[src/rtl/bks_ram.sv]
// Generic simple dual-port RAM: one write port, one read port, registered read.
// No dependencies.
`timescale 1ns / 1ps
`default_nettype none

module bks_ram #(
	parameter int WIDTH = 22,
	parameter int DEPTH = 64
) (
	input  logic                     clk,
	input  logic                     we,
	input  logic [$clog2(DEPTH)-1:0] waddr,
	input  logic [WIDTH-1:0]         wdata,
	input  logic                     re,
	input  logic [$clog2(DEPTH)-1:0] raddr,
	output logic [WIDTH-1:0]         rdata
);

	logic [WIDTH-1:0] mem [DEPTH];

	// Write port
	always_ff @(posedge clk) begin
		if (we) begin
			mem[waddr] <= wdata;
		end
	end

	// Registered read port
	always_ff @(posedge clk) begin
		if (re) begin
			rdata <= mem[raddr];
		end
	end

endmodule

`default_nettype wire

[config.mk]
export PLATFORM = sky130hd
export DESIGN_NAME = bks_ram
export DESIGN_NICKNAME = d
export VERILOG_FILES = /design/src/rtl/bks_ram.sv
export SDC_FILE = /design/constraint.sdc
export NUM_CORES = 1
export LEC_CHECK = 0
export BUFFER_PORTS_ARGS = -buffer_cell sky130_fd_sc_hd__buf_2
export CORE_ASPECT_RATIO = 0.5
export CORE_UTILIZATION = 50
export CTS_CLUSTER_DIAMETER = 80
export DETAILED_ROUTE_END_ITERATION = 10
export HOLD_SLACK_MARGIN = 0.03
export PLACE_DENSITY = 0.65
export SETUP_SLACK_MARGIN = 0.1
export SLEW_MARGIN = 20
export SYNTH_ARGS = -nofsm -noshare
export SYNTH_HDL_FRONTEND = slang
export SYNTH_SLANG_ARGS = --single-unit
[constraint.sdc]
create_clock -name clk -period 3.8 [get_ports clk]
set_clock_uncertainty 0.1 [all_clocks]
set_input_delay 0.76 -clock clk [delete_from_list [all_inputs] [get_ports clk]]
set_output_delay 0.76 -clock clk [all_outputs]
set_load 0.02 [all_outputs]
# Yosys cells after proc, flatten, opt, wreduce, memory -nomap -nowiden

Memory sizes are Yosys's and may differ from the RTL's. A register that Yosys moved wholly into a read port is not among the register bits.
Cells that the tools add are included.

Multiplexer cells: 2

Operators with widths:

| kind              | number |
|---|---|
| 1-bit two-way mux | 2 |

Memories: 1
Logic and storage cells: 3
Bits in registers: 0
RAM bits: 1408
Input port bits: 37

Memory list:

| name | depth | width | rd ports | clocked after memory_dff | write ports | line | source |
|---|---|---|---|---|---|---|---|
| mem  | 64    | 22    | 1        | 1                        | 1           | 19   | `logic [WIDTH-1:0] mem [DEPTH];` |

# Logic depth before layout (Yosys ltp)

Depth after elaboration: 2
Depth in mapped cells: 9
Mapped depth without buffers: 5

# Least setup slack after synthesis

Ideal clock, no wire load.

Kind: input to register
Start: in waddr[3]
End: mem mem[48][0] (enable)
Stages on the path: 4
Data required time: 3271 ps
Arrival time: 2819 ps
Setup slack: 452 ps
Setup time: 429 ps
Path buffers: 1
Cells stage by stage: clkbuf_1 > nor2b_1 > nand4b_1 > nor3_1

RTL lines:

| element         | line | source |
|---|---|---|
| start, declared | 12   | `input logic [$clog2(DEPTH)-1:0] waddr,` |
| end, declared   | 19   |  |

Straight into the memory's write port.

==> qor.txt <==
vias in the first global route: 26200
Worst Reg-to-Reg Cells: 4
Syn Nets: 2386
CTS clk-pin slew, worst paths: 60 ps
Setup crit end kind: flop
Initial Utilization: 0.505
R2R Setup Slk: 1130 ps
Die Width: 469 um
drt drc: 0
reg2reg start: mem[3][19]
Final Cycle Share: 0.824
Max Fclk: 319 MHz
endpoints failing setup: 0
Iter 0 DRT Violations: 3185
Leak: 19.5 nW
first-pass GRT wire length: 193000 um
drt first pass iters: 5
Design Area, Final: 61800 um2
placed cell area: 58000 um2
# rows: 85
Bufs on Longest Clock Path: 3
Die Y: 235 um
Antenna Nets Post-Route: 0
critical hold path startpoint: wdata[12]
sequential-to-total area share from yosys stat: 0.788
Final Max Tran Viols: 0
Final Hold Fails: 0
library cells used by synthesis: 37
share of layout cells above drive strength 1: 0.323
largest net degree at the start of global routing: 65
Ys Warns: 0
Syn Inst Count: 2349
PwrDens: 510 nW/um2
post-synthesis area per instance: 23.2 um2
worst hold path stage count: 1
Syn-to-layout area delta: 13.5%
WHS: 429 ps
grt total ovfl: 0
CP required: 4120 ps
final WL: 135000 um
reg-to-reg endpoint: rdata[19]
Post-CTS Hold Fix Bufs: 0
die area: 110000 um2
Hold Crit Class: primary input to flop
Synth Register Bits: 1430
Final Power: 31.6 mW
Root Driver: clkbuf_16
status: completed
worst-margin pin slew: 1200 ps
maxcap violations: 0
CTS Sinks: 1430
H-Tree Level Count: 4
Worst Hold Endpoint: mem[50][12]
RSZ-0062 raised after global routing: no
NumNets Final: 2656
CTS tree: yes
Post-Place Cells: 3922
relative slew slack: 0.196
DR WL/cell: 32.5 um
Post-CTS Setup Bufs: 0
total CTS buffers: 130
Period minus WS final: 3130 ps
Worst Path Max Fanout: 21
Final HPWL DP: 80900 um
# IOs: 59
worst-skew pair later-pin latency: 760 ps
Total GRT Usage: 0.251
Max IR drop VDD: 437 uV
arrival time at the worst endpoint: 3450 ps
initial antenna violation count: 17
Crit Path Class: primary input to flop
GPL Wtd Cong: 0.817
Port Buf Inserts: 58
via/cell ratio: 6.36
Mapped Area: 54500 um2
routed vias: 26400
number of gates resized after CTS: 0
final setup TNS: 0 ps
core footprint: 108000 um2
Non-Filler Instances: 4148
nature of the critical path startpoint: primary input
-- layer usage --
metal,vias to the layer above,share of wire,GRT usage
met5,-,0.00018,0
met4,4,0.022,0.0690
met3,179,0.089,0.0476
met2,1236,0.48,0.386
met1,14400,0.41,0.371
li1,10600,-,-
-- flip-flops by register name (all words and copies together) (netlist names) --
signal and cells:
mem 1408, rdata 22
-- critical path, cell delays in order --
cell and delay (ps):
buf_8 280, buf_12 190, buf_4 250, mux4_2 560
mux4_2 470, o221ai_1 560, o21ai_0 350
-- kinds of logic (layout without fill, tap and decap cells) --
kind of cell,count (synthesis),after routing,share of synthesized area
other cells,0,1,0
flops,1430,1430,0.788
buf+inv,134,497,0.0125
mux,434,434,0.161
compound gates,176,176,0.0236
simple gates,175,175,0.0149
-- power by group --
part / internal (mW) / total, mW / switching, mW
clock: 6.70 / 12.3 / 5.59
combinational: 0.653 / 1.72 / 1.07
sequential: 17.5 / 17.5 / 0.0539
-- how the worst max path moves through the flow --
stage	startpoint	to	slack, ps	cells after the start
after CTS	raddr[0]	rdata[19]	700	7
after global routing	raddr[0]	rdata[19]	600	7
after floorplan	waddr[3]	mem[48][0]	450	4
final	raddr[0]	rdata[19]	670	7
after global placement	raddr[0]	rdata[19]	-100	7
after detailed placement	raddr[0]	rdata[19]	-110	7
-- cells in the mapped netlist --
library cell	number	area (um2)
mux2_2	12	135
a31oi_1	3	18.8
nor2b_1	12	75.1
buf_1	5	18.8
clkbuf_1	56	210
nor3_1	6	30.0
a221oi_1	20	175
o32ai_1	4	35.0
o21ai_1	2	10.0
o221ai_1	13	114
or2_2	1	6.26
mux2i_1	70	701
o21ai_0	21	105
a21o_1	1	7.51
nand4b_1	1	8.76
or3b_2	2	17.5
a21oi_1	19	95.1
a211oi_1	13	97.6
mux4_2	352	7930
a211o_1	6	52.6
nor2_1	82	308
nand3b_1	7	52.6
a22oi_1	44	330
and3_1	4	25.0
edfxtp_1	1430	42900
buf_2	39	195
nand2_1	21	78.8
nand2b_1	4	25.0
and2_1	4	25.0
nand3_1	27	135
clkbuf_2	1	5.00
buf_6	1	11.3
or3_1	2	12.5
nand4_1	2	12.5
buf_4	32	240
o22ai_1	8	50.1
a22o_1	22	193
-- layout by cell type (no fill, tap or decap), types with 21 or more instances in the layout --
master	n
a22oi_1	44
buf_12	22
clkinv_1	30
clkbuf_1	27
buf_4	193
clkinv_2	24
mux2i_1	70
clkbuf_16	132
nand2_1	21
nor2_2	62
buf_2	54
a22o_1	22
edfxtp_1	1430
mux4_2	352
o21ai_0	21
nand3_1	27
-- cell type report --
type,count,area (um2)
timing repair buffer,272,2200
antenna,1,2.50
fill,7769,46000
sequential,1430,42900
multi-input combinational,785,11000
tap,1435,1800
clock inverter,66,459
clock buffer,159,3400
-- through the flow --
step | utilization | setup WS, ps
floorplan | - | 452
global placement | 0.538 | -102
detailed placement | 0.538 | -107
CTS | 0.573 | 698
global route | 0.573 | 598
finish | 0.574 | 668
No activity file was read; power rests on OpenSTA's default activity.
