### src/rtl/bks_pkg.sv
// Shared types, constants and state codes for the binned KS distance block.
// No dependencies; bks_job_fifo, bks_front, bks_back and the top level import this package.
`timescale 1ns / 1ps
`default_nettype none

package bks_pkg;

	// Field widths fixed by the data format
	localparam int W_WEIGHT  = 16;   // unsigned Q8.8 bin weight
	localparam int W_DIST    = 16;   // Q0.16 result fraction
	localparam int W_STATUS  = 2;

	// Default store depth and depth of the request queue between front and back
	localparam int MAX_BINS_DEFAULT = 64;
	localparam int JOB_QUEUE_DEPTH  = 2;

	// Saturated result for a difference of one or more
	localparam logic [W_DIST-1:0] DIST_SAT = '1;

	// Result status codes
	localparam logic [W_STATUS-1:0] STATUS_OK       = 2'd0;
	localparam logic [W_STATUS-1:0] STATUS_ZERO_SUM = 2'd1;
	localparam logic [W_STATUS-1:0] STATUS_OVERFLOW = 2'd2;

	typedef struct packed {
		logic [W_WEIGHT-1:0] weight_a;
		logic [W_WEIGHT-1:0] weight_b;
		logic                last_bin;
	} item_t;

	typedef struct packed {
		logic [W_DIST-1:0]   max_distance;
		logic [W_STATUS-1:0] status;
	} result_t;

	// Back-end sequencer states
	typedef enum logic [2:0] {
		BK_IDLE,
		BK_LOAD,
		BK_SCAN,
		BK_DRAIN,
		BK_PREP,
		BK_DIV,
		BK_FIN
	} back_state_t;

endpackage

`default_nettype wire

### src/rtl/bks_front.sv
// Front end: accepts bin pairs, keeps running sums and writes prefix sums to the stores.
// On the last bin it queues a scan request. Uses bks_pkg.
`timescale 1ns / 1ps
`default_nettype none

module bks_front #(
	parameter int MAX_BINS = bks_pkg::MAX_BINS_DEFAULT
) (
	input  logic                                   clk,
	input  logic                                   arst_n,
	input  logic                                   item_valid,
	output logic                                   item_stall,
	input  bks_pkg::item_t                         item,
	// store write port (both stores share address and enable)
	output logic                                   ram_we,
	output logic [$clog2(MAX_BINS)-1:0]            ram_waddr,
	output logic [bks_pkg::W_WEIGHT+$clog2(MAX_BINS)-1:0] ram_wdata_a,
	output logic [bks_pkg::W_WEIGHT+$clog2(MAX_BINS)-1:0] ram_wdata_b,
	// request queue
	output logic                                   job_push,
	output logic [$clog2(MAX_BINS+1)+2*(bks_pkg::W_WEIGHT+$clog2(MAX_BINS)):0] job_data,
	input  logic                                   job_full,
	// store released by the back end
	input  logic                                   scan_done,
	output logic                                   busy
);

	import bks_pkg::*;

	localparam int AW   = $clog2(MAX_BINS);
	localparam int CNTW = $clog2(MAX_BINS + 1);
	localparam int SW   = W_WEIGHT + AW;

	typedef struct packed {
		logic [CNTW-1:0] n;
		logic [SW-1:0]   ta;
		logic [SW-1:0]   tb;
		logic            ovf;
	} job_t;

	logic [CNTW-1:0] cnt_q;
	logic [SW-1:0]   sum_a_q, sum_b_q;
	logic            ovf_q;
	logic            busy_q;

	logic            accept;
	logic            room;
	logic [SW-1:0]   sum_a_d, sum_b_d;
	logic [CNTW-1:0] cnt_d;
	job_t            job;

	// Hold off while the store is reserved for a pending scan or the request queue is full
	assign item_stall = busy_q || job_full;
	assign accept     = item_valid && !item_stall;
	assign room       = (cnt_q != CNTW'(MAX_BINS));
	assign busy       = busy_q;

	// Next prefix sums; a dropped bin leaves them unchanged
	assign sum_a_d = room ? sum_a_q + SW'(item.weight_a) : sum_a_q;
	assign sum_b_d = room ? sum_b_q + SW'(item.weight_b) : sum_b_q;
	assign cnt_d   = room ? cnt_q + CNTW'(1) : cnt_q;

	assign ram_we      = accept && room;
	assign ram_waddr   = cnt_q[AW-1:0];
	assign ram_wdata_a = sum_a_d;
	assign ram_wdata_b = sum_b_d;

	// Scan request for the completed data set
	always_comb begin
		job.n   = cnt_d;
		job.ta  = sum_a_d;
		job.tb  = sum_b_d;
		job.ovf = ovf_q || !room;
	end
	assign job_push = accept && item.last_bin;
	assign job_data = job;

	// Data set bookkeeping
	always_ff @(posedge clk or negedge arst_n) begin
		if (!arst_n) begin
			cnt_q   <= '0;
			sum_a_q <= '0;
			sum_b_q <= '0;
			ovf_q   <= 1'b0;
			busy_q  <= 1'b0;
		end else begin
			if (accept) begin
				if (item.last_bin) begin
					cnt_q   <= '0;
					sum_a_q <= '0;
					sum_b_q <= '0;
					ovf_q   <= 1'b0;
				end else begin
					cnt_q   <= cnt_d;
					sum_a_q <= sum_a_d;
					sum_b_q <= sum_b_d;
					ovf_q   <= ovf_q || !room;
				end
			end
			if (job_push) begin
				busy_q <= 1'b1;
			end else if (scan_done) begin
				busy_q <= 1'b0;
			end
		end
	end

endmodule

`default_nettype wire

### config.mk
export PLATFORM = sky130hd
export DESIGN_NAME = bks_front
export DESIGN_NICKNAME = d
export VERILOG_FILES = /design/src/rtl/bks_pkg.sv /design/src/rtl/bks_front.sv
export SDC_FILE = /design/constraint.sdc
export NUM_CORES = 1
export LEC_CHECK = 0
export ABC_CLOCK_PERIOD_IN_PS = 5000
export CAP_MARGIN = 20
export CELL_PAD_IN_SITES_DETAIL_PLACEMENT = 0
export CELL_PAD_IN_SITES_GLOBAL_PLACEMENT = 1
export CORE_ASPECT_RATIO = 2
export CORE_UTILIZATION = 52
export CTS_BUF_LIST = sky130_fd_sc_hd__clkbuf_8
export DETAILED_ROUTE_END_ITERATION = 8
export DONT_BUFFER_PORTS = 1
export PLACE_DENSITY_LB_ADDON = 0.08
export SETUP_SLACK_MARGIN = 0.05
export SLEW_MARGIN = 20
export SYNTH_ARGS = -nofsm -noshare
export SYNTH_HDL_FRONTEND = slang
export SYNTH_SLANG_ARGS = --single-unit
### constraint.sdc
create_clock -name clk -period 5 [get_ports clk]
set_input_delay 0.5 -clock clk [delete_from_list [all_inputs] [get_ports clk]]
set_output_delay 0.5 -clock clk [all_outputs]
set_load 0.005 [all_outputs]
; ---- Word-level counts from Yosys, hierarchy flattened
; Cells that the tools add are included.
[op_classes]
n_addsub = 3
eq_ne = 1
n_mux = 9
reduce_logical = 8
[ops]
columns = operator, count
row1 = 22-bit 2-to-1 mux, 4
row2 = 22-bit by 16-bit adder with 22-bit output, 2
row3 = 7-bit 2-to-1 mux, 2
row4 = "7-bit by 1-bit adder with 7-bit output, second input constant", 1
row5 = "7-bit inequality test, second input constant", 1
row6 = 1-bit logical AND, 3
row7 = 1-bit 2-to-1 mux, 3
row8 = 1-bit zero test, 2
row9 = 1-bit logical OR, 2
row10 = 2-bit nonzero test, 1
[word_totals]
register_bits = 53
input_bits = 38
output_inout_bits = 106

; ---- Depth between registers and ports, before layout
[depth]
depth_word = 5
mapped_depth = 11
mapped_depth_nobuf = 10

; ---- Least setup slack after synthesis
; OpenSTA, ideal clock, no wires.
[synth_path]
path_type = input to output
startpoint = in item[1] (netlist bit)
endpoint = out ram_wdata_b[14] (netlist bit)
t_arrival_ns = 2.674
slack_ns = 1.826
stages = 11
path_buffers = 1
path_cell_list = ha_1 -> inv_1 -> fa_1 -> nor2b_1 -> o31a_1 -> nor2_1 -> o31ai_1 -> a21boi_0 -> xor2_1 -> o21ai_0 -> buf_4
[synth_via]
elab_chain_cells = 2
[synth_rtl]
columns = item, line_no
row1 = from (decl), bks_front.sv:13  ; input bks_pkg::item_t item,
row2 = 22-bit by 16-bit adder with 22-bit output, bks_front.sv:60  ; assign sum_b_d = room ? sum_b_q + SW'(item.weight_b) : sum_b_q;
row3 = 22-bit 2-to-1 mux, bks_front.sv:60
row4 = to (decl), bks_front.sv:18  ; output logic [bks_pkg::W_WEIGHT+$clog2(MAX_BINS)-1:0] ram_wdata_b,
; Every way passes these cells.

; ---- Worst setup path after layout
[layout_path]
startpoint = reg sum_b_q[0]
endpoint = out job_data[15] (netlist bit)
[layout_via]
elab_chain_cells = 2
[layout_rtl]
columns = item, line_no
row1 = from (decl), bks_front.sv:42  ; logic [SW-1:0] sum_a_q, sum_b_q;
row2 = from (signal assigned), bks_front.sv:96  ; sum_b_q <= sum_b_d;
row3 = 22-bit by 16-bit adder with 22-bit output, bks_front.sv:60
row4 = 22-bit 2-to-1 mux, bks_front.sv:60
row5 = to (decl), bks_front.sv:21  ; output logic [$clog2(MAX_BINS+1)+2*(bks_pkg::W_WEIGHT+$clog2(MAX_BINS)):0] job_data,
; Every way passes these cells.

==> results.sh <==
export IMPL_status="finished, violations left"
export IMPL_violations="DRC"
export IMPL_grt_first_pass_wirelength_microns=20300
export IMPL_path_class="flip-flop to primary output"
export IMPL_synthesis_nets=673
export IMPL_ioPinCount=144
export IMPL_rsz0062_at_grt="no"
export IMPL_cts_buffer_depth=2
export IMPL_route_detailed_drc=18
export IMPL_wl_met3_microns=575
export IMPL_worst_slew_margin_rel=0.4780
export IMPL_critPathTopFamily="compound AO/OA/AOI/OAI gates"
export IMPL_synthArstFlopShare=1.000
export IMPL_cts_tree="yes"
export IMPL_drtAntennaViolNets=0
export IMPL_setup_violations=0
export IMPL_grtUsageTotal=0.2616
export IMPL_netlist_instances=599
export IMPL_final_hold_viol_count=0
export IMPL_initial_core_util=0.5423
export IMPL_postLayoutCellArea_sq_mm=0.004700
export IMPL_slowest_stage="o31ai_1"
export IMPL_vias=4086
export IMPL_leakage_nw=2.206
export IMPL_p_per_area_mw_per_mm2=550.0
export IMPL_core_area_sq_mm=0.009074
export IMPL_cp_data_required_time_ns=4.50
export IMPL_timing_final_crit_share=0.7400
export IMPL_grt_pass1_vias=4121
export IMPL_dr_first_iter_drc_count=194
export IMPL_met1_length_microns=4731
export IMPL_gr_total_overflow=0
export IMPL_highest_layer="met4"
export IMPL_period_minus_slack_ns=3.700
export IMPL_synthTopCellsByArea="dfrtp_1 (27%), ha_1 (8.6%), buf_4 (7.6%)"
export IMPL_reg2reg_depth=10
export IMPL_synth_seq_cells=53
export IMPL_seq_area_frac_synth=0.2695
export IMPL_ir_drop_mv=0.2603
export IMPL_die_w_microns=70.79
export IMPL_syn_avg_cell_area_sq_um=8.215
export IMPL_synth_largest_area_cell="dfrtp_1"
export IMPL_vias_per_cell=6.435
export IMPL_regToRegEndpoint="sum_b_q[16]"
export IMPL_dieArea_sq_mm=0.009880
export IMPL_num_rows=49
export IMPL_routabilityCongestion=0.8515
export IMPL_yosys_area_top_type_share=0.2695
export IMPL_clock_skew_ns=0.006799
export IMPL_cts_buffers=5
export IMPL_drive_gt1_frac=0.04690
export IMPL_yosysUniqueCellTypes=61
export IMPL_holdBufCountCts=1
export IMPL_rrSetupSlack_ns=2.06
export IMPL_clkSinkCount=53
export IMPL_clock_latency_ns=0.32
export IMPL_synth_edf_count=0
export IMPL_dp_hpwl_microns=9142
export IMPL_layoutNonFillerInstCount=635
export IMPL_fin_total_pwr_mw=2.585
export IMPL_antenna_found_initial=0
export IMPL_dr_pass1_iters=9
export IMPL_yosysWarnings=0
export IMPL_max_slew_worst_pin_slew_ns=0.7802
export IMPL_crit_start="sum_b_q[0]"
export IMPL_syn_area_sq_mm=0.004921
export IMPL_crit_path_end_kind="primary output"
export IMPL_cts_root_buffer="clkbuf_8"
export IMPL_drv_slew=0
export IMPL_drv_cap=0
export IMPL_htreeDepth=2
export IMPL_r2r_start="sum_b_q[0]"
export IMPL_numPortBuffers=0
export IMPL_crit_chain="ha_1, inv_1, fa_1, nor2b_1, o31a_1, nor2_1, o31ai_1, a21boi_0, xor2_1, o21ai_0"
export IMPL_setup_tns_final_ns=0
export IMPL_slowest_delay_ns=0.61
export IMPL_drt_wirelength_per_cell_microns=19.68
export IMPL_critPathBufInv=1
export IMPL_fmax_mhz=270.3
export IMPL_yosys_most_used_dff="dfrtp_1"
export IMPL_cts_resized=0
export IMPL_clk_pin_slew_ns=0.10
export IMPL_route_met2_wl_microns=6845
export IMPL_placed_cell_area_sq_mm=0.004589
export IMPL_post_cts_buffers=0
export IMPL_grt_max_degree=54
export IMPL_cp_max_fo=4
export IMPL_syn2layout_area_growth_pct=-4.500
export IMPL_die_y_microns=139.6
export IMPL_placedCellCount=626
export IMPL_start_kind="flip-flop"
export IMPL_wirelength_microns=12490
export IMPL_diodes=0
export IMPL_fin_nets=606
export IMPL_hold_class="primary input to async pin"
export IMPL_arrival_ns=3.20
[per-stage QoR]
step             util  hold slack (ns)  setup WS, ns
2_1_floorplan       -           0.2044         1.826
6_report       0.5179         0.008237         1.300
4_1_cts        0.5179          0.03286         1.341
3_5_place_dp   0.5058           0.2055         1.589
3_3_place_gp   0.5058           0.2054         1.640
5_1_grt        0.5179          0.03611         1.087
[metal layers]
layer	vias up	global-route usage
met2	104	0.5051
met4	0	0.09684
met3	20	0.03910
met5	-	0
li1	1964	-
met1	1998	0.2764
[cells in the final DEF, fill, tap and decap left out, types with 4 or more instances in the layout]
| cell type | count |
|---|---|
| nand2b_1 | 4 |
| inv_1 | 15 |
| o21a_1 | 6 |
| nor3_1 | 4 |
| o31ai_1 | 5 |
| dfrtp_1 | 53 |
| o21ai_0 | 53 |
| nand2_1 | 78 |
| nand3_1 | 9 |
| ha_1 | 34 |
| a22o_1 | 25 |
| a211oi_1 | 6 |
| a21oi_1 | 31 |
| and3_1 | 9 |
| and2_1 | 5 |
| mux2i_1 | 7 |
| a21o_1 | 19 |
| a22oi_1 | 7 |
| xnor2_1 | 23 |
| nand4_1 | 7 |
| o211ai_1 | 6 |
| xor2_1 | 19 |
| clkbuf_8 | 5 |
| a31oi_1 | 7 |
| nor2_1 | 40 |
[worst register-to-register path: cells and delay by family, from the launching register on]
kind,cells,cell delay (ns)
AO/OA/AOI/OAI,5,1.56
adder cells (fa/ha/maj),2,0.59
buffers and inverters,1,0.06
flip-flops,1,0.39
AND/OR/NAND/NOR,2,0.23
[cell families (layout without fill, tap and decap cells)]
logic type	after synthesis	in the layout	share of synthesized area
adder cells (fa/ha/maj)	36	36	0.09459
flip-flops	53	53	0.2695
buffers and inverters	93	27	0.1116
AND/OR/NAND/NOR	177	177	0.1721
XOR/XNOR	42	42	0.07475
multiplexers	10	10	0.02110
AO/OA/AOI/OAI	188	188	0.2563
[state kept, by name (all words and copies together), names as in the netlist]
signal,count
sum_b_q,22
ovf_q,1
cnt_q,7
sum_a_q,22
busy,1
[area by class of cell]
cell class,count,area [sq um]
fill,923,4374
sequential,53,1326
inverter,15,56.30
clock buffer,5,68.82
timing repair buffer,4,50.05
multi-input combinational,453,3057
clock inverter,3,13.76
tap,102,127.6
[worst max-delay path by stage]
stage / to / slack (ns) / cells past startpoint
after global placement: ram_wdata_b[14] / 1.64 / 10
after detailed placement: job_data[15] / 1.59 / 10
after global routing: ram_wdata_a[14] / 1.09 / 10
after CTS: job_data[15] / 1.34 / 10
after floorplan: ram_wdata_b[14] / 1.83 / 11
final: job_data[15] / 1.30 / 10
[power breakdown]
part,total [mW],switching [mW],internal (mW)
Clock,0.256,0.160,0.0959
Sequential,0.731,0.166,0.565
Combinational,1.60,0.980,0.618
Total,2.58,1.31,1.28
[cells in the mapped netlist (2+ instances only)]
library cell  number
buf_2              3
o211a_1            2
o21bai_1           2
and4_1             2
and3_1             9
ha_1              34
a21oi_1           31
o21a_1             6
and3_4             3
nand2_1           79
nor2_1            40
mux2i_1            7
xnor2_1           23
a22oi_1            7
inv_1             14
o211ai_1           6
buf_4             50
a211oi_1           6
a21o_1            19
o31a_1             2
and4b_1            2
nand3_1            9
nor4_1             2
o31ai_1            5
dfrtp_1           53
nor2b_1            3
mux2_2             3
a31oi_1            7
nand2b_1           4
o21ai_1            3
nor3_1             4
fa_1               2
clkbuf_1          23
o21ai_0           53
a22o_1            25
nand4_1            7
and2_1             5
a221o_1            3
xor2_1            19
No activity file was read; power rests on OpenSTA's default activity.
