**src/rtl/bks_pkg.sv**
```systemverilog
// Shared types, constants and state codes for the binned KS distance block.
// No dependencies; bks_job_fifo, bks_front, bks_back and the top level import this package.
`timescale 1ns / 1ps
`default_nettype none

package bks_pkg;

	// Field widths fixed by the data format
	localparam int W_WEIGHT  = 16;   // unsigned Q8.8 bin weight
	localparam int W_DIST    = 16;   // Q0.16 result fraction
	localparam int W_STATUS  = 2;

	// Default store depth and depth of the request queue between front and back
	localparam int MAX_BINS_DEFAULT = 64;
	localparam int JOB_QUEUE_DEPTH  = 2;

	// Saturated result for a difference of one or more
	localparam logic [W_DIST-1:0] DIST_SAT = '1;

	// Result status codes
	localparam logic [W_STATUS-1:0] STATUS_OK       = 2'd0;
	localparam logic [W_STATUS-1:0] STATUS_ZERO_SUM = 2'd1;
	localparam logic [W_STATUS-1:0] STATUS_OVERFLOW = 2'd2;

	typedef struct packed {
		logic [W_WEIGHT-1:0] weight_a;
		logic [W_WEIGHT-1:0] weight_b;
		logic                last_bin;
	} item_t;

	typedef struct packed {
		logic [W_DIST-1:0]   max_distance;
		logic [W_STATUS-1:0] status;
	} result_t;

	// Back-end sequencer states
	typedef enum logic [2:0] {
		BK_IDLE,
		BK_LOAD,
		BK_SCAN,
		BK_DRAIN,
		BK_PREP,
		BK_DIV,
		BK_FIN
	} back_state_t;

endpackage

`default_nettype wire

```
**src/rtl/bks_job_fifo.sv**
```systemverilog
// Short request queue between the loading front end and the scanning back end.
// Uses bks_pkg for its default depth.
`timescale 1ns / 1ps
`default_nettype none

module bks_job_fifo #(
	parameter int WIDTH = 52,
	parameter int DEPTH = bks_pkg::JOB_QUEUE_DEPTH
) (
	input  logic             clk,
	input  logic             arst_n,
	input  logic             push,
	input  logic [WIDTH-1:0] push_data,
	output logic             full,
	input  logic             pop,
	output logic             not_empty,
	output logic [WIDTH-1:0] pop_data
);

	import bks_pkg::*;

	localparam int PW = (DEPTH > 1) ? $clog2(DEPTH) : 1;
	localparam int CW = $clog2(DEPTH + 1);

	logic [WIDTH-1:0] entry_q [DEPTH];
	logic [PW-1:0]    wr_ptr_q, rd_ptr_q;
	logic [CW-1:0]    count_q;

	assign full      = (count_q == CW'(DEPTH));
	assign not_empty = (count_q != '0);
	assign pop_data  = entry_q[rd_ptr_q];

	// Storage
	always_ff @(posedge clk) begin
		if (push && !full) begin
			entry_q[wr_ptr_q] <= push_data;
		end
	end

	// Pointers and fill level
	always_ff @(posedge clk or negedge arst_n) begin
		if (!arst_n) begin
			wr_ptr_q <= '0;
			rd_ptr_q <= '0;
			count_q  <= '0;
		end else begin
			if (push && !full) begin
				wr_ptr_q <= (wr_ptr_q == PW'(DEPTH - 1)) ? '0 : wr_ptr_q + PW'(1);
			end
			if (pop && not_empty) begin
				rd_ptr_q <= (rd_ptr_q == PW'(DEPTH - 1)) ? '0 : rd_ptr_q + PW'(1);
			end
			case ({push && !full, pop && not_empty})
				2'b10:   count_q <= count_q + CW'(1);
				2'b01:   count_q <= count_q - CW'(1);
				default: count_q <= count_q;
			endcase
		end
	end

endmodule

`default_nettype wire

```
**config.mk**
```make
export PLATFORM = sky130hd
export DESIGN_NAME = bks_job_fifo
export DESIGN_NICKNAME = d
export VERILOG_FILES = /design/src/rtl/bks_pkg.sv /design/src/rtl/bks_job_fifo.sv
export SDC_FILE = /design/constraint.sdc
export NUM_CORES = 1
export LEC_CHECK = 0
export ABC_CLOCK_PERIOD_IN_PS = 3000
export BUFFER_PORTS_ARGS = -buffer_cell sky130_fd_sc_hd__buf_2
export CAP_MARGIN = 20
export CORE_MARGIN = 2
export CORE_UTILIZATION = 35
export DETAILED_ROUTE_END_ITERATION = 8
export PLACE_DENSITY_LB_ADDON = 0.3
export SLEW_MARGIN = 20
export SYNTH_ARGS = -nofsm -noshare
export SYNTH_HDL_FRONTEND = slang
export SYNTH_SLANG_ARGS = --single-unit
```
**constraint.sdc**
```tcl
create_clock -name clk -period 3 [get_ports clk]
set_input_delay 0.75 -clock clk [delete_from_list [all_inputs] [get_ports clk]]
set_output_delay 0.75 -clock clk [all_outputs]
set_load 0.03 [all_outputs]
```
======== Word level (Yosys, flattened, before mapping) ========
Memory sizes are Yosys's and may differ from the RTL's.
Index checks and enable logic that the tools add are counted.
operators by class
  eq/ne operators ......................... 3
  add/sub/neg operators ................... 4
  multiplexer cells ....................... 5
  reduce and logical (&&, ||, !) cells .... 5
operators with widths
  operator                                                                count
  2-bit equality test (second input constant)                             2
  1-bit 2-to-1 mux                                                        4
  2-bit one-hot mux with 2 select lines                                   1
  2-bit nonzero test                                                      2
  1-bit adder (second input constant)                                     2
  2-bit by 1-bit adder with 2-bit output (second input constant)          1
  2-bit by 1-bit equality test with 1-bit output (second input constant)  1
  1-bit logical AND                                                       2
  2-bit by 1-bit subtractor with 2-bit output (second input constant)     1
  1-bit logical NOT                                                       1
storage, ports and cells
  logic and storage cells ................. 21
  input bits .............................. 56
  memory bits (writable) .................. 104
  memories kept ........................... 1
  bits in registers ....................... 4
  output and inout port bits .............. 54
memory list
  name     depth  width  rd ports  clocked after Yosys merged registers in  write ports  RTL line            source
  entry_q  2      52     1         0                                        1            bks_job_fifo.sv:25  logic [WIDTH-1:0] entry_q [DEPTH];

======== Logic depth before layout (Yosys ltp) ========
Gate-level depths: netlist (run 1).
  depth after elaboration ................. 5
  depth in mapped cells ................... 6
  gate-level depth less buffers ........... 6

======== Least setup slack after synthesis (run 1) ========
Ideal clock, no wire load.
  kind .................................... input -> register
  start ................................... input port push
  end ..................................... memory entry_q[0][0], enable pin
  path buffers ............................ 0
  arrival time ............................ 3025 ps
  setup time .............................. 462 ps
  setup slack ............................. -486 ps
  cell stages on the path ................. 2
  data required time ...................... 2538 ps
  cell sequence ........................... nand2_1 nor2_1
on the way
  cells in the longest elaborated chain, start to end .. 3
RTL lines
  item                                    RTL line            source
  from (decl)                             bks_job_fifo.sv:12  input logic push,
  1-bit logical AND                       bks_job_fifo.sv:35  if (push && !full) begin
  1-bit 2-to-1 mux                        bks_job_fifo.sv:35
  1-bit 2-to-1 mux (not written as such)  bks_job_fifo.sv:36  entry_q[wr_ptr_q] <= push_data;
  to (decl)                               bks_job_fifo.sv:25
No other way between the ends.

======== Worst setup path after layout (run 1) ========
  start ................................... register rd_ptr_q
  end ..................................... output port pop_data[23]
on the way
  cells in the longest elaborated chain, start to end .. 1
RTL lines
  item                    RTL line            source
  from (decl)             bks_job_fifo.sv:26  logic [PW-1:0] wr_ptr_q, rd_ptr_q;
  from (signal assigned)  bks_job_fifo.sv:51  rd_ptr_q <= (rd_ptr_q == PW'(DEPTH - 1)) ? '0 : rd_ptr_q + PW'(1);
  memory 2 x 52 bit       n/a
  to (decl)               bks_job_fifo.sv:17  output logic [WIDTH-1:0] pop_data
No other way between the ends.

==> impl_metrics.ini, run 1 <==
[outcome]
outcome = finished, final reports clean

[timing]
rsz0062_at_grt = no
hold_viol = 0
min_period_ns = 2.72
fin_skew_ns = 0.00605
drv_slew = 0
maxSlewHeadroom = 0.584
period_share = 0.908
fin_tns_setup_ns = 0
max_freq_mhz = 367
tightestPinTransition_ns = 0.624
fin_hold_ws_ns = 0.219
setup_viol = 0

[drt]
drc = 0
drt_iter0_drc = 72
wl_per_cell_um = 15.5
wl_um = 6840
vias = 2013
viasPerCell = 4.55
drtPass1Iterations = 6
ant_nets = 0

[global_routing]
grt_pass1_vias = 2187
grt_usage = 0.114
grt_max_degree = 35
grt_pass1_wl_um = 10800
grt_overflow = 0
antenna_found_initial = 0

[placed_design]
numPortBuffers = 109
hpwl_um = 4520
globalplace.congestion = 0.669

[floorplanning]
coreArea_um2 = 11000
dieArea_um2 = 12300
rows = 38
initial_utilization = 0.363
fp.dieH_um = 111
dieWidth_um = 111
ios = 110

[critical_path]
worstSetupPathType = reg -> out
required_ns = 2.25
cp-start-kind = flip-flop
cp.arrival_ns = 1.97
slowest_delay_ns = 0.77
cp_slowest_cell = dfrtp_2
end_kind = output port
path_cells = buf_12 -> mux2_2 -> buf_2
cp_max_fo = 30

[synthesis]
synth.most_common_cell = edfxtp_1
synth_area_leaders = edfxtp_1 (78%), mux2_2 (14%), dfrtp_1 (2.5%), buf_6 (1.7%), mux2_4 (1.1%)
syn_nets = 237
syn_avg_cell_area_um2 = 22.1
synth_edf_count = 104
dominantRegCellSynth = edfxtp_1
ys_ff_latch = 108
synthTopCellsByCount = edfxtp_1 (104), mux2_2 (48), buf_6 (6), dfrtp_1 (4)
yosysSeqAreaShare = 0.809
yosys.cell_types.count = 16
ys_warn_count = 0
yosysTopAreaCell = edfxtp_1
async_reset_ff_frac = 0.0370
syn-cell-area_um2 = 3990
synth_top_area_share = 0.783
syn_inst = 180

[clock_tree]
cts_buffers = 9
insertion_delay_ns = 0.33
cts_setup_buffers = 0
hold_buffers = 0
cts_resized = 0
htree_levels = 3
clockRootBuffer = clkbuf_16
cts_tree = yes
clk_path_buf_depth = 2
cts.sinks = 108
path_clk_slew_ns = 0.06

[cells_and_area]
seqCellArea_um2 = 3220
fill_cells = 979
utilization = 0.455
syn_to_final_growth_pct = 25.3
n_antenna_cell = 0
multi_input_area_um2 = 701
layout-drive-gt1-share = 0.596
fin_nets = 356

[power_and_ir_drop]
leakagePower_nw = 1.88
power.density_nw_per_um2 = 1060
vdd.ir_drop.worst_uv = 484

[run]
max_cap_violations = 0

[hold_path]
worstHoldPathType = in -> async
registers in the layout (all words and copies together), names as in the netlist:
name      cells
entry_q     104
wr_ptr_q      1
count_q       2
rd_ptr_q      1
per-stage QoR:
| stage | power (mW) | setup WS (ns) | area, µm² | instances |
|---|---|---|---|---|
| after floorplan | 3.68 | 0.379 | 3990 | 180 |
| after global placement | 4.17 | 0.610 | 4700 | 428 |
| after detailed placement | 4.19 | 0.599 | 4700 | 428 |
| after CTS | 5.39 | 0.229 | 5000 | 442 |
| after global routing | 5.55 | 0.183 | 5000 | 442 |
| final | 5.29 | 0.275 | 5000 | 442 |
critical path: cells and delay by family (launching register included):
family / cells / cell delay, ns
buffers and inverters: 2 / 0.46
flip-flops: 1 / 0.77
multiplexers: 1 / 0.37
cell families (layout without fill, tap and decap cells):
kind of cell | Yosys count | after routing | share of synthesized area
adders and majority gates | 1 | 1 | 0.00314
and+or+nand+nor | 7 | 7 | 0.00973
DFF | 108 | 108 | 0.809
muxes | 52 | 52 | 0.150
buffers and inverters | 7 | 129 | 0.0179
xor gates and xnor gates | 5 | 5 | 0.0110
per-layer routing:
layer / vias up / track usage / wire length [µm]
met5: - / 0 / 0
met4: 0 / 0.0525 / 100
met3: 8 / 0.0416 / 477
met2: 64 / 0.190 / 3540
met1: 1001 / 0.131 / 2720
li1: 940 / - / -
final cells by class:
class,instances,share of cell area
clock buffers,11,0.0466
clock inverters,3,0.0128
inverters,1,0.000751
multi-input cells,65,0.140
flip-flops and latches,108,0.645
well taps,140,0.0351
repair buffers,114,0.119
power by group:
part / leakage [nW] / internal [mW] / switching (mW)
clock: 0.143 / 0.720 / 0.464
combinational: 0.729 / 0.686 / 1.20
sequential: 1.01 / 2.06 / 0.153
total: 1.88 / 3.47 / 1.82
placed cells by master (no fill, tap or decap), drive strengths merged:
| master | instances |
|---|---|
| nand2b | 1 |
| ha | 1 |
| dfrtp | 4 |
| and3 | 1 |
| and2 | 1 |
| xnor2 | 3 |
| buf | 114 |
| inv | 1 |
| or2 | 1 |
| xor2 | 2 |
| clkinv | 1 |
| edfxtp | 104 |
| nor2 | 2 |
| mux2 | 52 |
| clkbuf | 11 |
| bufinv | 2 |
| nand2 | 1 |
worst paths after layout:
path | endpoint | slack, ns | startpoint | cells past startpoint
setup / recovery | pop_data[23] | 0.28 | rd_ptr_q | 3
hold / removal | count_q[1] | 0.22 | arst_n | 1
setup reg to reg | entry_q[0][32] | 1.37 | count_q[0] | 4
hold reg to reg | count_q[1] | 0.50 | count_q[1] | 1
max in group asynchronous | rd_ptr_q | 2.64 | arst_n | 1
min in group clk | count_q[1] | 0.50 | count_q[1] | 1
Note: power is estimated with default switching activity, not from simulation.
==> run 2: changes to the inputs <==
- CTS_BUF_LIST: not set -> sky130_fd_sc_hd__clkbuf_4
- MAX_ROUTING_LAYER: not set -> met4
==> run 2 against run 1 <==
Compared with the run above: register-to-register slack about the same; via count up 0.75%; clock skew is 0.0088 ns higher; worst setup slack lost 0.13 ns; largest power group unchanged; combinational power is essentially flat; worst hold slack worse by 0.13 ns.
==> impl_metrics.ini, run 2 (synthesis gave the netlist of run 1 again) <==
[power_and_ir_drop]
switching_share = 0.366
power.total_mw = 4.87
power_frac_clock = 0.158
p_sw_mw = 1.78
power_frac_comb = 0.388
power.density_nw_per_um2 = 1010
p_seq_frac = 0.454
internal_power_mw = 3.09
vdd.ir_drop.worst_uv = 423
leakagePower_nw = 1.82

[placed_design]
dpl_cell_area_um2 = 4700
hpwl_um = 4520
globalplace.congestion = 0.676
post-place-ws_ns = 0.599
numPortBuffers = 109
dp_cells = 428

[drt]
ant_nets = 0
wl_per_cell_um = 15.6
drc = 0
viasPerCell = 4.59
wl_um = 6880
drtPass1Iterations = 4
vias = 2028
drt_iter0_drc = 72

[cells_and_area]
syn_to_final_growth_pct = 21.6
top_register = entry_q
layout-drive-gt1-share = 0.603
utilization = 0.441
final_cell_area_um2 = 4850
largest_reg_flops = 104
finalNonFillerCells = 442
largestRegisters = entry_q x104, count_q x2
most-common-layout-cells = buf_2 (109), edfxtp_1 (104), mux2_2 (48)
final_common_cell = buf_2
fin_nets = 356
n_antenna_cell = 0

[critical_path]
end_kind = output port
regToRegSetupSlack_ns = 1.36
cp.arrival_ns = 2.11
worstSetupPathType = reg -> out
cp-start-kind = flip-flop
required_ns = 2.25
r2r_cells = 4
r2r-end = entry_q[0][51]
cp_slowest_cell = dfrtp_2
cp_top_family = flip-flops
cp_max_fo = 30
slowest_delay_ns = 0.80
path_cells = buf_12 -> mux2_2 -> buf_2
r2r-start = count_q[0]
cp.buffers_inverters = 2

[clock_tree]
htree_levels = 3
cts_tree = yes
insertion_delay_ns = 0.43
cts.sinks = 108
hold_buffers = 0
clockRootBuffer = clkbuf_4
cts_resized = 0
cts_buffers = 9
clk_path_buf_depth = 2
cts_setup_buffers = 0
path_clk_slew_ns = 0.14

[floorplanning]
coreArea_um2 = 11000
ios = 110
fp.dieH_um = 111
dieArea_um2 = 12300
dieWidth_um = 111
rows = 38
initial_utilization = 0.363

[timing]
rsz0062_at_grt = no
tightestPinTransition_ns = 0.625
maxSlewHeadroom = 0.583
hold_viol = 0
min_period_ns = 2.86
fin_hold_ws_ns = 0.0924
setup_viol = 0
drv_slew = 0
fin_skew_ns = 0.0148
fin_tns_setup_ns = 0
max_freq_mhz = 350
setup_ws_ns = 0.143
period_share = 0.952

[outcome]
outcome = finished, final reports clean

[global_routing]
grt_max_degree = 35
grt_overflow = 0
grt_pass1_vias = 2168
grt_usage = 0.118
grt_pass1_wl_um = 10800
antenna_found_initial = 0

[run]
max_cap_violations = 0

[hold_path]
worstHoldPathType = in -> async
## run 2: cell counts in the layout (fill, tap and decap cells not counted)
Identical to the previous run, type by type.
## run 2: layer usage
metal / vias up / wire, µm / global-route usage
met5: - / 0 / -
met4: 0 / 108 / 0.0575
met3: 10 / 407 / 0.0339
met2: 71 / 3500 / 0.188
met1: 1011 / 2860 / 0.138
li1: 936 / - / -
## run 2: cell type report
cell class / instances / area [µm²]
multi-input combinational: 65 / 701
inverter: 1 / 3.75
clock inverter: 3 / 63.8
sequential: 108 / 3220
tap: 140 / 175
clock buffer: 11 / 82.6
fill: 993 / 6140
timing repair buffer: 114 / 596
## run 2: worst max path at each step
stage | slack [ns] | cells past startpoint | end | start
floorplan | 0.38 | 2 | entry_q[0][0] | push
global placement | 0.61 | 3 | pop_data[27] | rd_ptr_q
detailed placement | 0.60 | 3 | pop_data[27] | rd_ptr_q
CTS | 0.07 | 3 | pop_data[27] | rd_ptr_q
global route | 0.02 | 3 | pop_data[27] | rd_ptr_q
finish | 0.14 | 3 | pop_data[23] | rd_ptr_q
## run 2: power by group through the flow
stage | Sequential [mW] | Combinational (mW) | Clock, mW
6_report | 2.21 | 1.89 | 0.770
4_1_cts | 2.22 | 1.94 | 0.807
3_5_place_dp | 2.26 | 1.93 | 0
5_1_grt | 2.25 | 2.01 | 0.860
2_1_floorplan | 2.17 | 1.52 | 0
3_3_place_gp | 2.24 | 1.93 | 0
