**config.mk**
```make
export PLATFORM = sky130hd
export DESIGN_NAME = bks_back
export DESIGN_NICKNAME = d
export VERILOG_FILES = /design/src/rtl/bks_pkg.sv /design/src/rtl/bks_back.sv
export SDC_FILE = /design/constraint.sdc
export NUM_CORES = 2
export LEC_CHECK = 0
export BUFFER_PORTS_ARGS = -buffer_cell sky130_fd_sc_hd__buf_2
export CAP_MARGIN = 5
export CORE_AREA = 4 4 358 360
export CTS_CLUSTER_DIAMETER = 120
export DETAILED_ROUTE_END_ITERATION = 12
export DIE_AREA = 0 0 362 364
export PLACE_DENSITY_LB_ADDON = 0.12
export SYNTH_ARGS = -nofsm -noshare
export SYNTH_HDL_FRONTEND = slang
export SYNTH_SLANG_ARGS = --single-unit
```
**constraint.sdc**
```tcl
create_clock -name clk -period 9.7 [get_ports clk]
set_input_delay 0.485 -clock clk [delete_from_list [all_inputs] [get_ports clk]]
set_output_delay 0.485 -clock clk [all_outputs]
set_load 0.1 [all_outputs]
```
**src/rtl/bks_pkg.sv**
```systemverilog
// Shared types, constants and state codes for the binned KS distance block.
// No dependencies; bks_job_fifo, bks_front, bks_back and the top level import this package.
`timescale 1ns / 1ps
`default_nettype none

package bks_pkg;

	// Field widths fixed by the data format
	localparam int W_WEIGHT  = 16;   // unsigned Q8.8 bin weight
	localparam int W_DIST    = 16;   // Q0.16 result fraction
	localparam int W_STATUS  = 2;

	// Default store depth and depth of the request queue between front and back
	localparam int MAX_BINS_DEFAULT = 64;
	localparam int JOB_QUEUE_DEPTH  = 2;

	// Saturated result for a difference of one or more
	localparam logic [W_DIST-1:0] DIST_SAT = '1;

	// Result status codes
	localparam logic [W_STATUS-1:0] STATUS_OK       = 2'd0;
	localparam logic [W_STATUS-1:0] STATUS_ZERO_SUM = 2'd1;
	localparam logic [W_STATUS-1:0] STATUS_OVERFLOW = 2'd2;

	typedef struct packed {
		logic [W_WEIGHT-1:0] weight_a;
		logic [W_WEIGHT-1:0] weight_b;
		logic                last_bin;
	} item_t;

	typedef struct packed {
		logic [W_DIST-1:0]   max_distance;
		logic [W_STATUS-1:0] status;
	} result_t;

	// Back-end sequencer states
	typedef enum logic [2:0] {
		BK_IDLE,
		BK_LOAD,
		BK_SCAN,
		BK_DRAIN,
		BK_PREP,
		BK_DIV,
		BK_FIN
	} back_state_t;

endpackage

`default_nettype wire

```
**src/rtl/bks_back.sv**
```systemverilog
// Back end: scans stored prefix sums for the largest cross-scaled difference,
// then divides by the product of the totals one quotient bit a cycle (or saturates). Uses bks_pkg.
`timescale 1ns / 1ps
`default_nettype none

module bks_back #(
	parameter int MAX_BINS = bks_pkg::MAX_BINS_DEFAULT
) (
	input  logic                                   clk,
	input  logic                                   arst_n,
	// request queue
	input  logic                                   job_valid,
	input  logic [$clog2(MAX_BINS+1)+2*(bks_pkg::W_WEIGHT+$clog2(MAX_BINS)):0] job_data,
	output logic                                   job_pop,
	// store read port
	output logic                                   ram_re,
	output logic [$clog2(MAX_BINS)-1:0]            ram_raddr,
	input  logic [bks_pkg::W_WEIGHT+$clog2(MAX_BINS)-1:0] ram_rdata_a,
	input  logic [bks_pkg::W_WEIGHT+$clog2(MAX_BINS)-1:0] ram_rdata_b,
	output logic                                   scan_done,
	// result channel
	output logic                                   result_valid,
	input  logic                                   result_stall,
	output bks_pkg::result_t                       result
);

	import bks_pkg::*;

	localparam int AW   = $clog2(MAX_BINS);
	localparam int CNTW = $clog2(MAX_BINS + 1);
	localparam int SW   = W_WEIGHT + AW;
	localparam int PW   = 2 * SW;
	localparam int DCW  = $clog2(W_DIST);

	typedef struct packed {
		logic [CNTW-1:0] n;
		logic [SW-1:0]   ta;
		logic [SW-1:0]   tb;
		logic            ovf;
	} job_t;

	back_state_t     state_q, state_d;
	job_t            job;

	logic [CNTW-1:0] n_q, rd_idx_q;
	logic [SW-1:0]   ta_q, tb_q;
	logic            ovf_q, zero_q;
	logic [PW-1:0]   den_q, best_q, rem_q;
	logic [W_DIST-1:0] quo_q;
	logic [DCW-1:0]  div_cnt_q;

	logic            v_s1, v_s2, v_s3;
	logic [PW-1:0]   x_s2, y_s2, d_s3;
	logic [PW-1:0]   prod_x, prod_y;
	logic [PW:0]     rem_sh;

	logic            zero_total;
	logic            out_load;
	logic            res_valid_q;
	result_t         result_q;

	assign job        = job_data;
	assign zero_total = (ta_q == '0) || (tb_q == '0);
	assign ram_raddr  = rd_idx_q[AW-1:0];
	assign out_load   = (state_q == BK_FIN) && (!res_valid_q || !result_stall);

	// Sequencer state
	always_ff @(posedge clk or negedge arst_n) begin
		if (!arst_n) begin
			state_q <= BK_IDLE;
		end else begin
			state_q <= state_d;
		end
	end

	// Next state and strobes
	always_comb begin
		state_d   = state_q;
		job_pop   = 1'b0;
		ram_re    = 1'b0;
		scan_done = 1'b0;
		case (state_q)
			BK_IDLE: begin
				if (job_valid) begin
					job_pop = 1'b1;
					state_d = BK_LOAD;
				end
			end
			BK_LOAD: begin
				// zero total: no scan, store released at once
				if (zero_total) begin
					scan_done = 1'b1;
					state_d   = BK_FIN;
				end else begin
					state_d = BK_SCAN;
				end
			end
			BK_SCAN: begin
				ram_re = 1'b1;
				if (rd_idx_q == n_q - CNTW'(1)) begin
					state_d = BK_DRAIN;
				end
			end
			BK_DRAIN: begin
				if (!v_s1 && !v_s2 && !v_s3) begin
					scan_done = 1'b1;
					state_d   = BK_PREP;
				end
			end
			BK_PREP: begin
				state_d = (best_q >= den_q) ? BK_FIN : BK_DIV;
			end
			BK_DIV: begin
				if (div_cnt_q == DCW'(W_DIST - 1)) begin
					state_d = BK_FIN;
				end
			end
			BK_FIN: begin
				if (out_load) begin
					state_d = BK_IDLE;
				end
			end
			default: state_d = BK_IDLE;
		endcase
	end

	// Request latch, scan index and divider
	assign rem_sh = {rem_q, 1'b0};

	always_ff @(posedge clk) begin
		case (state_q)
			BK_IDLE: begin
				if (job_valid) begin
					n_q   <= job.n;
					ta_q  <= job.ta;
					tb_q  <= job.tb;
					ovf_q <= job.ovf;
				end
			end
			BK_LOAD: begin
				den_q    <= PW'(ta_q) * PW'(tb_q);
				zero_q   <= zero_total;
				rd_idx_q <= '0;
				quo_q    <= '0;
			end
			BK_SCAN: begin
				rd_idx_q <= rd_idx_q + CNTW'(1);
			end
			BK_PREP: begin
				if (best_q >= den_q) begin
					quo_q <= DIST_SAT;
				end else begin
					rem_q     <= best_q;
					quo_q     <= '0;
					div_cnt_q <= '0;
				end
			end
			BK_DIV: begin
				// restoring step: one quotient bit
				if (rem_sh >= {1'b0, den_q}) begin
					rem_q <= PW'(rem_sh - {1'b0, den_q});
					quo_q <= {quo_q[W_DIST-2:0], 1'b1};
				end else begin
					rem_q <= rem_sh[PW-1:0];
					quo_q <= {quo_q[W_DIST-2:0], 1'b0};
				end
				div_cnt_q <= div_cnt_q + DCW'(1);
			end
			default: ;
		endcase
	end

	// Scan pipeline valids
	always_ff @(posedge clk or negedge arst_n) begin
		if (!arst_n) begin
			v_s1 <= 1'b0;
			v_s2 <= 1'b0;
			v_s3 <= 1'b0;
		end else begin
			v_s1 <= ram_re;
			v_s2 <= v_s1;
			v_s3 <= v_s2;
		end
	end

	// Cross-scaled terms: ca * TB and cb * TA
	assign prod_x = PW'(ram_rdata_a) * PW'(tb_q);
	assign prod_y = PW'(ram_rdata_b) * PW'(ta_q);

	always_ff @(posedge clk) begin
		x_s2 <= prod_x;
		y_s2 <= prod_y;
		d_s3 <= (x_s2 >= y_s2) ? x_s2 - y_s2 : y_s2 - x_s2;
	end

	// Running maximum, cleared at the start of each scan
	always_ff @(posedge clk) begin
		if (state_q == BK_LOAD) begin
			best_q <= '0;
		end else if (v_s3 && (d_s3 > best_q)) begin
			best_q <= d_s3;
		end
	end

	// Output register
	always_ff @(posedge clk or negedge arst_n) begin
		if (!arst_n) begin
			res_valid_q <= 1'b0;
		end else if (out_load) begin
			res_valid_q <= 1'b1;
		end else if (!result_stall) begin
			res_valid_q <= 1'b0;
		end
	end

	always_ff @(posedge clk) begin
		if (out_load) begin
			result_q.max_distance <= zero_q ? '0 : quo_q;
			result_q.status       <= ovf_q ? STATUS_OVERFLOW :
			                         (zero_q ? STATUS_ZERO_SUM : STATUS_OK);
		end
	end

	assign result_valid = res_valid_q;
	assign result       = result_q;

endmodule

`default_nettype wire

```
* Word level (Yosys, flattened, before mapping)
Index checks and enable logic that the tools add are counted.
** Cells by class
- Equality and inequality tests :: 15
- Bitwise gates (word level) :: 0
- Divide/modulo/power cells :: 0
- Mux-type cells :: 27
- $lt $le $gt $ge :: 4
- Shifts and indexed selects :: 0
- Add/sub/neg operators :: 6
- $mul :: 3
- Reduce and logical (&&, ||, !) cells :: 20
** Operator list (count)
- multiplier 22 x 22 -> 44 bit :: 3
- 2-to-1 mux 44 bit :: 3
- subtractor 44 bit :: 3
- greater-or-equal comparator 44 bit :: 2
- case mux 44 bit (2 select lines) :: 1
- case mux 16 bit (3 select lines) :: 1
- greater-or-equal comparator 45 x 44 -> 1 bit :: 1
- greater-than comparator 44 bit :: 1
- zero test 22 bit :: 2
- case mux 3 bit (7 select lines) :: 1
- 2-to-1 mux 3 bit :: 6
- 2-to-1 mux 16 bit :: 1
- case mux 7 bit (2 select lines) :: 1
- != test 2 bit, second input constant :: 6
- == test 3 bit, second input constant :: 3
- 2-to-1 mux 1 bit :: 9
- case mux 4 bit (2 select lines) :: 1
- adder 7 x 1 -> 7 bit, second input constant :: 1
- == test 7 bit :: 1
- subtractor 7 x 1 -> 7 bit, second input constant :: 1
- == test 3 x 2 -> 1 bit, second input constant :: 2
- zero test 1 bit :: 5
- AND reduction 5 bit :: 1
- adder 4 x 1 -> 4 bit, second input constant :: 1
- 12 further kinds :: 18
** Word-level totals
- Output and inout bits :: 28
- Bits in read-only memories :: 0
- Memory bits (writable) :: 0
- Bits in latches :: 0
- Memories :: 0
- Register bits :: 369
- Word-level logic and storage cells :: 96

* Longest topological paths before layout
- Depth in word-level cells :: 5
- Mapped depth :: 28
- Depth with buffers taken out :: 26

* Worst setup path before layout
Ideal clock, no wire load.
- Kind :: reg2reg
- From :: register tb_q[7]
- To :: register den_q[42], data pin
- Required time :: 9.439 ns
- Library setup time :: 0.261 ns
- Arrival :: 6.733 ns
- Path buffers :: 2
- Clock period less this slack :: 6.994 ns
- Slack :: 2.706 ns
- Cell stages (with the launch flop) :: 25
- Path through :: edfxtp_1 > clkbuf_1 > clkbuf_1 > nand2_1 > fa_1 > fa_1 > inv_1 > fa_1 > fa_1 > fa_1 > fa_1 > inv_1 > fa_1 > inv_1 > ha_1 > and3_1 > a31oi_1 > o21ai_0 > a211o_1 > a31oi_1 > o21ai_1 > a41o_1 > a41oi_1 > nor3_1 > a311o_1
** Between the ends
- Word-level cells in the longest chain between the ends :: 1
** Ends and longest elaborated chain
- start, declared :: RTL line bks_back.sv:46 : logic [SW-1:0] ta_q, tb_q;
- start signal, assigned :: RTL line bks_back.sv:136 : tb_q <= job.tb;
- multiplier 22 x 22 -> 44 bit :: RTL line bks_back.sv:141 : den_q <= PW'(ta_q) * PW'(tb_q);
- end signal, assigned :: RTL line bks_back.sv:141
- end, declared :: RTL line bks_back.sv:48 : logic [PW-1:0] den_q, best_q, rem_q;
No other way between the ends.
A chain may end at the register's enable or synchronous reset.

* Worst setup path after layout
- From :: register tb_q[13]
- To :: register den_q[42], data pin
The elaborated chain is that of the path after synthesis.

==> results.ini <==
[run_status]
outcome=finished, final reports clean

[logic_synthesis]
synth_xor_xnor_area_share=0.02715
synth_seq_cells=369
synth_top_cell_by_area=fa_1
muxShareOfSynthArea=0.01072
synth_edf_count=186
syn-num-nets=9476
synth_top_family_by_area=adder cells
ys_top_cells_by_area=fa_1 (35%), ha_1 (13%), edfxtp_1 (8.2%)
synth_area_um2=68390
yosysTopAreaCellShare=0.3495
synth_compound_area_frac=0.09361
avgSynthCellArea_um2=9.140
ys_warn_count=0
synth_simple_gate_area_share=0.1569
synth_fa_ha_area_frac=0.4774
ys_seq_area_frac=0.1357
synth_commonest_cells=inv_1 (1,366), fa_1 (1,194), nand2_1 (909), and2_1 (709), ha_1 (699)
synth_async_sr_flop_share=0.01897
ys_types=81
synth_most_common_cell=inv_1
ys.flop_type=edfxtp_1
netlist_instances=7483

[global_routing]
grt_pass1_wl_um=301200
grtUsageMet3=0.04861
grt_max_degree=83
busiest_layer=met2
grt.met1_usage=0.4158
gr-usage-met2=0.4637
grt_overflow=0
grt_pass1_vias=53410
track_usage=0.2932
antenna_found_initial=11

[route]
drc=0
avgViaCountPerCell=5.601
dr.pass1.iters=5
wl_um=188200
drtAntennaViolNets=0
dr_total_vias=50570
detail_route.iter0.violations=3596
post_drt_wl_per_cell_um=20.84

[floorplan]
start_util=0.5468
rows=130
coreArea_um2=125100
die_y_um=364
die-area_um2=131800
die_x_um=362
io_pins=128

[setup_path]
cp_slowest_stage_delay_ns=1.12
path_cells=buf_4, nand2_1, fa_1, inv_1, fa_1, inv_1, fa_1, inv_1, fa_1, fa_1, fa_1, fa_1, ha_1, and3_1, a31oi_1, o21ai_0, a211o_1, a31oi_1, o21ai_1, a41o_1, a41oi_1, nor3_1, a311o_1
critical_path.top_delay_family=adder cells
r2r_setup_slack_ns=1.38
critical_path_buf_inv_count=4
worstPathRequired_ns=10.06
critPathCaptureType=flop
slowest_stage=edfxtp_1
cp_max_fo=23
crit_top_cell=fa_1
critPathLaunchType=flop
critPathKind=flop to flop
arrival_ns=8.67

[sta]
final_hold_viol_count=0
worst_pin_slew_ns=1.349
fin_tns_setup_ns=0
finalCritPeriodShare=0.8573
setup_viol=0
relSlewSlack=0.1006
fmax_mhz=120.3
maxSlewViolCount=0
period_needed_ns=8.316
rsz0062_at_grt=false
clock-skew-final_ns=0.02232

[layout]
fillers=11240
drive_gt1_frac=0.04477
syn_to_final_growth_pct=4.982
fin_nets=9327

[placement]
dpl.hpwl_um=152800
io_buffers=127
gp_congestion=0.9477

[run]
max_cap_violations=0

[cts]
cts.sinks=369
path_clk_slew_ns=0.07
clockBufferDepth=3
htreeDepth=2
clock_latency_ns=0.62
cts_tree=built
clk_root_buffer_cell=clkbuf_16
cts_resized=0
cts_made_buffers=46

[hold_path]
hold_class=input pin to flop

## area by class of cell
| type | count | area, µm² | area share |
|---|---|---|---|
| multi-input cells | 5341 | 52430 | 0.7302 |
| flip-flops and latches | 369 | 9284 | 0.1293 |
| inverters | 1366 | 5127 | 0.07141 |
| well taps | 1650 | 2064 | 0.02875 |
| clock buffers | 63 | 1349 | 0.01879 |
| repair buffers | 210 | 1286 | 0.01791 |
| clock inverters | 22 | 245.2 | 0.003416 |
| diodes | 7 | 17.52 | 0.0002440 |
## flip-flops by register name, indices dropped and copies added, names as in the netlist, 22 cells and up
name / flops
best_q: 44
d_s3: 44
den_q: 44
rem_q: 44
x_s2: 44
y_s2: 44
ta_q: 22
tb_q: 22
## path summary, 6_finish.rpt
| path | startpoint | end | cells after the start |
|---|---|---|---|
| max | tb_q[13] | den_q[42] | 23 |
| min | job_data[32] | ta_q[9] | 1 |
| min in group asynchronous | arst_n | result_valid | 2 |
| max in group asynchronous | arst_n | state_q[1] | 2 |
| min reg2reg | v_s2 | v_s3 | 0 |
| max reg2reg | tb_q[13] | den_q[42] | 23 |
## cells by family after synthesis
family                   Yosys count
buffers and inverters           1773
AO/OA/AOI/OAI                    984
adder cells (fa/ha/maj)         1893
flip-flops                       369
multiplexers                      73
AND/OR/NAND/NOR                 2179
XOR/XNOR                         212
## cells in the final DEF (no fill, tap or decap), drive strengths merged, types with 14 or more instances in the layout
cell type / instances
or2: 15
nor2: 223
a211oi: 50
ha: 699
xor2: 78
o21bai: 56
nand2b: 31
dfxtp: 176
a21o: 196
a21oi: 303
nor2b: 51
edfxtp: 186
nand3: 58
o21ai: 164
nand2: 909
clkbuf: 63
nand4: 69
fa: 1194
and2: 712
nor4: 14
and3: 27
inv: 1375
o21a: 29
nor3: 39
buf: 209
mux2i: 71
a31oi: 23
o211ai: 21
xnor2: 134
## layer usage
metal  routed length, µm  vias up
li1                    -    23120
met1               83580    25580
met2               84980     1583
met3               12860      286
met4                6702        4
met5                  30        -
## per-stage QoR
step	util	hold WS (ns)	cells	area [µm²]	setup WS [ns]
2_1_floorplan	-	0.1894	7483	68390	2.706
3_3_place_gp	0.5610	0.3362	8935	70180	1.703
3_5_place_dp	0.5610	0.3386	8935	70180	1.544
4_1_cts	0.5739	0.001864	9021	71780	1.504
5_1_grt	0.5739	0.01476	9022	71780	1.097
6_report	0.5740	0.04042	9028	71800	1.384
## timing repair
item	4_1_cts	5_1_grt
hold buffers	1	0
setup endpoints to repair	0	0
endpoints found under the hold margin	7	0
setup buffers	0	0
## worst register-to-register path: cells and delay by family, from the launching register on
kind	cells	cell delay [ns]
compound gates	8	2.06
flops	1	1.12
fa+ha+maj	8	3.79
simple gates	3	0.48
buf+inv	4	0.64
Power is not shown: default switching activity piles up to over one toggle a cycle in this logic, so the estimate is an artifact.
